### src/rtl/nidr_pkg.sv
// ----------------------------------------------------------------------------
// nidr_pkg
// Shared types and constants for the name-to-id registry table.
// ----------------------------------------------------------------------------
package nidr_pkg;

    localparam int ENTRIES_DEF    = 16;
    localparam int NAME_BYTES_DEF = 8;
    localparam int KEY_W          = 64;
    localparam int ID_W           = 8;

    localparam logic OP_LOOKUP   = 1'b0;
    localparam logic OP_REGISTER = 1'b1;

    // server's own name, first byte lowest, first eight bytes only
    localparam logic [KEY_W-1:0] SERVER_KEY = 64'h7265_735F_656D_616E;

    typedef enum logic [1:0] {
        S_IDLE,
        S_SCAN,
        S_ALLOC,
        S_DONE
    } t_state;

    typedef struct packed {
        logic load;         // capture request, clear scan state
        logic step;         // register: free id match, track free slot
        logic inc_idx;
        logic write_id;     // overwrite id of the matching entry
        logic alloc;        // write name and id into the last free slot
        logic set_res;
        logic res_success;
        logic res_with_id;
        logic publish;      // move result into the output register
    } t_cmd;

    typedef struct packed {
        logic key_zero;
        logic op_reg;
        logic hit;
        logic last;
        logic have_free;
    } t_stat;

    // server key truncated to the configured name length
    function automatic logic [KEY_W-1:0] server_key(input int nbytes);
        logic [KEY_W-1:0] k;
        k = '0;
        for (int b = 0; b < 8; b++) begin
            if (b < nbytes) begin
                k[8*b +: 8] = SERVER_KEY[8*b +: 8];
            end
        end
        return k;
    endfunction

endpackage

### src/rtl/nidr_ctrl.sv
// ----------------------------------------------------------------------------
// nidr_ctrl
// Sequencer for the registry: accept, per-entry scan, allocation, reply.
// ----------------------------------------------------------------------------
module nidr_ctrl (
    input  logic           i_clk,
    input  logic           i_rst_n,
    input  logic           i_in_valid,
    output logic           o_in_ready,
    output logic           o_out_valid,
    input  logic           i_out_ready,
    input  nidr_pkg::t_stat i_stat,
    output nidr_pkg::t_cmd  o_cmd
);
    import nidr_pkg::*;

    t_state r_state, n_state;
    logic   r_out_valid, n_out_valid;

    always_ff @(posedge i_clk) begin
        if (!i_rst_n) begin
            r_state     <= S_IDLE;
            r_out_valid <= 1'b0;
        end else begin
            r_state     <= n_state;
            r_out_valid <= n_out_valid;
        end
    end

    always_comb begin
        n_state = r_state;
        o_cmd   = '0;
        unique case (r_state)
            S_IDLE: begin
                if (i_in_valid) begin
                    o_cmd.load = 1'b1;
                    n_state    = S_SCAN;
                end
            end
            S_SCAN: begin
                if (i_stat.key_zero) begin
                    o_cmd.set_res = 1'b1;
                    n_state       = S_DONE;
                end else if (i_stat.hit) begin
                    o_cmd.set_res     = 1'b1;
                    o_cmd.res_success = 1'b1;
                    o_cmd.res_with_id = !i_stat.op_reg;
                    o_cmd.write_id    = i_stat.op_reg;
                    n_state           = S_DONE;
                end else begin
                    o_cmd.step = i_stat.op_reg;
                    if (i_stat.last) begin
                        if (i_stat.op_reg) begin
                            n_state = S_ALLOC;
                        end else begin
                            o_cmd.set_res = 1'b1;
                            n_state       = S_DONE;
                        end
                    end else begin
                        o_cmd.inc_idx = 1'b1;
                    end
                end
            end
            S_ALLOC: begin
                o_cmd.alloc       = 1'b1;
                o_cmd.set_res     = 1'b1;
                o_cmd.res_success = i_stat.have_free;
                n_state           = S_DONE;
            end
            S_DONE: begin
                if (!r_out_valid || i_out_ready) begin
                    o_cmd.publish = 1'b1;
                    n_state       = S_IDLE;
                end
            end
            default: n_state = S_IDLE;
        endcase
    end

    always_comb begin
        if (o_cmd.publish) begin
            n_out_valid = 1'b1;
        end else if (i_out_ready) begin
            n_out_valid = 1'b0;
        end else begin
            n_out_valid = r_out_valid;
        end
    end

    assign o_in_ready  = (r_state == S_IDLE);
    assign o_out_valid = r_out_valid;

endmodule

### src/rtl/nidr_dp.sv
// ----------------------------------------------------------------------------
// nidr_dp
// Registry storage, scan pointer, compare logic and output payload register.
// ----------------------------------------------------------------------------
module nidr_dp #(
    parameter int ENTRIES    = nidr_pkg::ENTRIES_DEF,
    parameter int NAME_BYTES = nidr_pkg::NAME_BYTES_DEF
) (
    input  logic                     i_clk,
    input  logic                     i_rst_n,
    input  logic                     i_operation,
    input  logic [nidr_pkg::KEY_W-1:0] i_name_key,
    input  logic [nidr_pkg::ID_W-1:0]  i_task_id,
    input  nidr_pkg::t_cmd           i_cmd,
    output nidr_pkg::t_stat          o_stat,
    output logic                     o_success,
    output logic [nidr_pkg::ID_W-1:0]  o_found_id
);
    import nidr_pkg::*;

    localparam int IW = $clog2(ENTRIES);
    localparam logic [IW-1:0] LAST_IDX = IW'(ENTRIES - 1);
    localparam logic [KEY_W-1:0] SRV_KEY = server_key(NAME_BYTES);

    logic [KEY_W-1:0] r_names [ENTRIES];
    logic [ID_W-1:0]  r_ids   [ENTRIES];
    logic [ENTRIES-1:0] r_valid;

    logic             r_op;
    logic [KEY_W-1:0] r_key;
    logic [ID_W-1:0]  r_tid;
    logic [IW-1:0]    r_idx;
    logic             r_have_free;
    logic [IW-1:0]    r_free_idx;
    logic             r_res_success;
    logic [ID_W-1:0]  r_res_id;

    logic [KEY_W-1:0] n_key;
    logic [KEY_W-1:0] rd_name;
    logic [ID_W-1:0]  rd_id;
    logic             rd_valid;
    logic             hit;
    logic             id_match;

    // canonical key: keep bytes up to the first zero byte, within the name length
    always_comb begin
        logic alive;
        alive = 1'b1;
        n_key = '0;
        for (int b = 0; b < 8; b++) begin
            alive = alive && (b < NAME_BYTES) && (i_name_key[8*b +: 8] != 8'h00);
            if (alive) begin
                n_key[8*b +: 8] = i_name_key[8*b +: 8];
            end
        end
    end

    assign rd_name  = r_names[r_idx];
    assign rd_id    = r_ids[r_idx];
    assign rd_valid = r_valid[r_idx];
    assign hit      = rd_valid && (rd_name == r_key);
    assign id_match = rd_valid && (rd_id == r_tid) && !hit;

    always_ff @(posedge i_clk) begin
        if (i_cmd.load) begin
            r_op  <= i_operation;
            r_key <= n_key;
            r_tid <= i_task_id;
        end
        if (i_cmd.set_res) begin
            r_res_success <= i_cmd.res_success;
            r_res_id      <= i_cmd.res_with_id ? rd_id : '0;
        end
        if (i_cmd.publish) begin
            o_success  <= r_res_success;
            o_found_id <= r_res_id;
        end
    end

    always_ff @(posedge i_clk) begin
        if (!i_rst_n) begin
            r_idx       <= '0;
            r_have_free <= 1'b0;
            r_free_idx  <= '0;
        end else if (i_cmd.load) begin
            r_idx       <= '0;
            r_have_free <= 1'b0;
        end else begin
            if (i_cmd.inc_idx) begin
                r_idx <= r_idx + 1'b1;
            end
            // a slot freed in this step counts as free for the rest of the scan
            if (i_cmd.step && (!rd_valid || id_match)) begin
                r_have_free <= 1'b1;
                r_free_idx  <= r_idx;
            end
        end
    end

    always_ff @(posedge i_clk) begin
        if (!i_rst_n) begin
            r_valid <= ENTRIES'(1);
        end else if (i_cmd.step && id_match) begin
            r_valid[r_idx] <= 1'b0;
        end else if (i_cmd.alloc && r_have_free) begin
            r_valid[r_free_idx] <= 1'b1;
        end
    end

    always_ff @(posedge i_clk) begin
        if (!i_rst_n) begin
            r_names[0] <= SRV_KEY;
            r_ids[0]   <= '0;
        end else if (i_cmd.write_id) begin
            r_ids[r_idx] <= r_tid;
        end else if (i_cmd.alloc && r_have_free) begin
            r_names[r_free_idx] <= r_key;
            r_ids[r_free_idx]   <= r_tid;
        end
    end

    always_comb begin
        o_stat           = '0;
        o_stat.key_zero  = (r_key == '0);
        o_stat.op_reg    = (r_op == OP_REGISTER);
        o_stat.hit       = hit;
        o_stat.last      = (r_idx == LAST_IDX);
        o_stat.have_free = r_have_free;
    end

endmodule

### src/rtl/name_to_id_registry_table.sv
// ----------------------------------------------------------------------------
// name_to_id_registry_table
// Fixed table of name keys and task ids with lookup and register requests.
// ----------------------------------------------------------------------------
// Input channel (i_in_valid / o_in_ready) carries i_operation (0 lookup,
// 1 register), i_name_key (bytes packed, first byte lowest) and i_task_id.
// Output channel (o_out_valid / i_out_ready) returns one transaction per
// request: o_success and o_found_id (id on a successful lookup, else zero).
// A request is handled by a scan of one table entry per cycle. An empty
// name finishes at the first scan step; a lookup or register ends the
// scan at the entry it hits; a register without a hit walks all ENTRIES
// entries and then takes an allocation step. Each request is accepted
// first, and its result is moved into the output register at the end.
// o_in_ready is high only while no request is in the scan; the next request
// is taken while a previous result still waits in the output register.
// If the receiver stalls with a result pending, the following result waits
// in the block and o_in_ready stays low until the output register frees.
// Reset empties the output register and leaves only entry 0 valid, holding
// the server's own name with id 0. No clearing pass is needed after reset.
// ----------------------------------------------------------------------------
module name_to_id_registry_table #(
    parameter int ENTRIES    = nidr_pkg::ENTRIES_DEF,
    parameter int NAME_BYTES = nidr_pkg::NAME_BYTES_DEF
) (
    input  logic                       i_clk,
    input  logic                       i_rst_n,
    input  logic                       i_in_valid,
    output logic                       o_in_ready,
    input  logic                       i_operation,
    input  logic [nidr_pkg::KEY_W-1:0] i_name_key,
    input  logic [nidr_pkg::ID_W-1:0]  i_task_id,
    output logic                       o_out_valid,
    input  logic                       i_out_ready,
    output logic                       o_success,
    output logic [nidr_pkg::ID_W-1:0]  o_found_id
);
    import nidr_pkg::*;

    t_cmd  cmd;
    t_stat stat;

    nidr_ctrl u_ctrl (
        .i_clk       (i_clk),
        .i_rst_n     (i_rst_n),
        .i_in_valid  (i_in_valid),
        .o_in_ready  (o_in_ready),
        .o_out_valid (o_out_valid),
        .i_out_ready (i_out_ready),
        .i_stat      (stat),
        .o_cmd       (cmd)
    );

    nidr_dp #(
        .ENTRIES    (ENTRIES),
        .NAME_BYTES (NAME_BYTES)
    ) u_dp (
        .i_clk       (i_clk),
        .i_rst_n     (i_rst_n),
        .i_operation (i_operation),
        .i_name_key  (i_name_key),
        .i_task_id   (i_task_id),
        .i_cmd       (cmd),
        .o_stat      (stat),
        .o_success   (o_success),
        .o_found_id  (o_found_id)
    );

endmodule

### config.mk
export PLATFORM = sky130hd
export DESIGN_NAME = name_to_id_registry_table
export DESIGN_NICKNAME = d
export VERILOG_FILES = /design/src/rtl/nidr_pkg.sv /design/src/rtl/nidr_ctrl.sv /design/src/rtl/nidr_dp.sv /design/src/rtl/name_to_id_registry_table.sv
export SDC_FILE = /design/constraint.sdc
export NUM_CORES = 1
export LEC_CHECK = 0
export ABC_AREA = 0
export BUFFER_PORTS_ARGS = -buffer_cell sky130_fd_sc_hd__clkbuf_2
export CAP_MARGIN = 30
export CORE_MARGIN = 2
export CORE_UTILIZATION = 29
export CTS_BUF_LIST = sky130_fd_sc_hd__clkbuf_8 sky130_fd_sc_hd__clkbuf_16
export CTS_CLUSTER_DIAMETER = 50
export DETAILED_ROUTE_END_ITERATION = 8
export PLACE_DENSITY = 0.45
export SLEW_MARGIN = 20
export SYNTH_ARGS = -nofsm -noshare
export SYNTH_HDL_FRONTEND = slang
export SYNTH_SLANG_ARGS = --single-unit
### constraint.sdc
create_clock -name i_clk -period 10.8 [get_ports i_clk]
set_input_delay 1.08 -clock i_clk [delete_from_list [all_inputs] [get_ports i_clk]]
set_output_delay 1.08 -clock i_clk [all_outputs]
set_load 0.02 [all_outputs]
==> run summary <==
Final worst path period share = 65.3%
Crit. End Element = flop
Pin count of the biggest net entering global routing = 96
Total power = 0.0119 W
# setup viols final = 0
Top cells by area, synth = edfxtp_1 73%, mux4_2 11%, mux2i_1 3.1%
Slew Limit Fails = 0
Cells along the critical path = buf_4, nand2_1, o22ai_1, o32ai_1, a2111oi_0, nand4_1, nor4_1, nand4_1, nor3b_4, buf_6, nand2b_1, nor3_2, buf_4, buf_4
Unrepaired setup endpoints after global routing = false
Buffers & Inverters on Critical Path = 4
Mapped Cells = 2648
RD Place Congestion = 0.843
FFs w/ async S/R, synth = 0%
Dpl ws = 3.34 ns
Top_reg_cell synth = edfxtp_1
CP delay by family, top = simple AND/OR/NAND/NOR gates
Seq pwr share = 48.1%
Total track usage = 17.3%
CTS tree = done
TritonRoute pass-1 iters = 5
First DRT Iteration DRCs = 3092
Synth cell types = 77
I/O Buffers = 87
IO Count = 88
Net Sw Frac = 26.0%
Total Wirelength = 157 mm
Syn-to-layout area delta = 16.2%
M3 GR Usage = 2.95%
P per Cell Area = 199 mW/mm^2
Post-route ant nets = 0
Status = completed
Per-cell routed wire length = 29.8 um
Max Fclk = 142 MHz
GR Layer Usage met2 = 28.3%
Most common cell in the netlist = edfxtp_1
Hold buffers post-CTS = 0
Yosys warnings = 0
Top Usage Layer GRT = met2
Slowest CP cell = dfxtp_4
H-tree Lvls = 4
Die H = 425 um
Final instance area = 0.0597 sq mm
Top cells by count, synth = 1243 x edfxtp_1, 243 x mux4_2, 157 x mux2i_1, 102 x and2_1, 80 x nand2_1
Post-Syn Area = 0.0513 sq mm
Final Hold Viols = 0
Crit path DAT = 7.48 ns
Period minus WS final = 7.06 ns
Leakage = 19.4 nW
Via count = 27.2k
Clock power frac = 41.8%
Worst Skew = 0.0755 ns
Max Cap Viol = 0
CP dominant cell by count = buf_4
Num CTS Buffers = 151
Fin nets = 2913
Number of synthesized register bits = 1275
Drc violations = 0
Internal Power = 0.00880 W
Worst slew pin tran = 1.03 ns
Clock transition at path regs = 0.06 ns
Final Util = 33.9%
Sequential area share after synthesis = 74.0%
Die footprint = 0.180 sq mm
Number of setup buffers added after CTS = 0
Share of the synthesized area in the top cell type = 72.7%
# rows = 154
HPWL Detailed = 97.0 mm
Post-synth top area cell = edfxtp_1
Sw Pwr = 0.00309 W
Die Width = 425 um
Root Driver = clkbuf_16
Post-synth EDFFs = 1243
First-pass GRT wire length = 219 mm
Worst vdd ir = 0.117 mV
Vias per Instance = 5.13
Slew HR = 30.7%
DP Area = 0.0547 sq mm
Crit-path max FO = 39
Critical path class = flop to flop
Initial core utilization = 29.2%
Mapped Avg Cell Area = 19.4 sq um
Clock buffer depth = 3
Crit path largest cell delay = 0.78 ns
Post_cts resized = 0
Setup TNS = 0 ns
Number of global-route vias before repair = 27.6k
Layout cells sized above 1 = 23.7%
Clk_lat worst skew = 0.81 ns
Final worst slack = 3.74 ns
Core area = 0.176 sq mm
Comb pwr share = 10.1%
Overflow after GRT = 0
HP Class = flop to flop
Clk sinks = 1275
M1 GR Usage = 23.5%
Syn Nets = 2733
Initial antenna violation count = 5
Crit path launch type = flop
Critical Path RT = 11.23 ns
==> power by group through the flow <==
stage               combinational [W]  clock, W  sequential, W
finish                        0.00120   0.00497        0.00572
global route                  0.00127   0.00526        0.00572
CTS                           0.00122   0.00508        0.00572
detailed placement            0.00121         0        0.00583
global placement              0.00121         0        0.00583
floorplan                    0.000791         0        0.00565
==> final timing paths <==
path / from / endpoint / slack (ns) / cells past startpoint
hold reg to reg: u_dp.r_res_id[2] / u_dp.o_found_id[2] / 0.43 / 0
setup / recovery: flop / u_dp.r_names[15][28] / 3.74 / 14
setup reg to reg: flop / u_dp.r_names[15][28] / 3.74 / 14
hold / removal: u_dp.r_res_id[2] / u_dp.o_found_id[2] / 0.43 / 0
==> kinds of logic after synthesis <==
logic type,synth area share [%]
flops,74.0
simple gates,4.83
buf+inv,1.81
compound gates,3.55
fa+ha+maj,0.195
mux,14.4
xor+xnor,1.30
==> layout make-up <==
type | instances | area (sq um)
Clock buffer | 151 | 3780
Inverter | 31 | 141
Antenna cell | 4 | 10.0
Clock inverter | 123 | 1150
Tap cell | 2340 | 2930
Sequential cell | 1275 | 38000
Multi-Input combinational cell | 1205 | 12500
Timing Repair Buffer | 164 | 1160
Fill cell | 16500 | 116000
==> cell usage in the layout (no fill, tap or decap), drive strengths merged, types with 30 or more instances in the layout <==
cell type  instances
nor2              46
dfxtp             32
xor2              35
mux2i            157
nor4              44
buf               74
inv               74
xnor2             41
and2             105
a22oi             49
or3               39
clkbuf           241
clkinv            63
edfxtp          1243
a21oi             30
mux4             243
nand2             80
==> per-stage QoR <==
stage,instances,hold WS (ns)
CTS,5283,0.408
global placement,4998,0.409
detailed placement,5009,0.412
global route,5289,0.424
floorplan,2648,0.400
finish,5293,0.425
==> sequential cells by signal, indices dropped and copies added (netlist names), 2 cells and up, named ones only <==
signal           cells
u_dp.r_free_idx      4
u_dp.r_tid           8
u_dp.r_res_id        8
u_dp.r_idx           4
u_ctrl.r_state       2
u_dp.r_key          64
u_dp.o_found_id      8
u_dp.r_valid        16
u_dp.r_ids         128
u_dp.r_names      1024
==> metal layers <==
metal	up-vias	wire [um]
li1	11300	-
met1	14800	68400
met2	930	75900
met3	203	9030
met4	0	4220
met5	-	0
No activity file was read; power rests on OpenSTA's default activity.
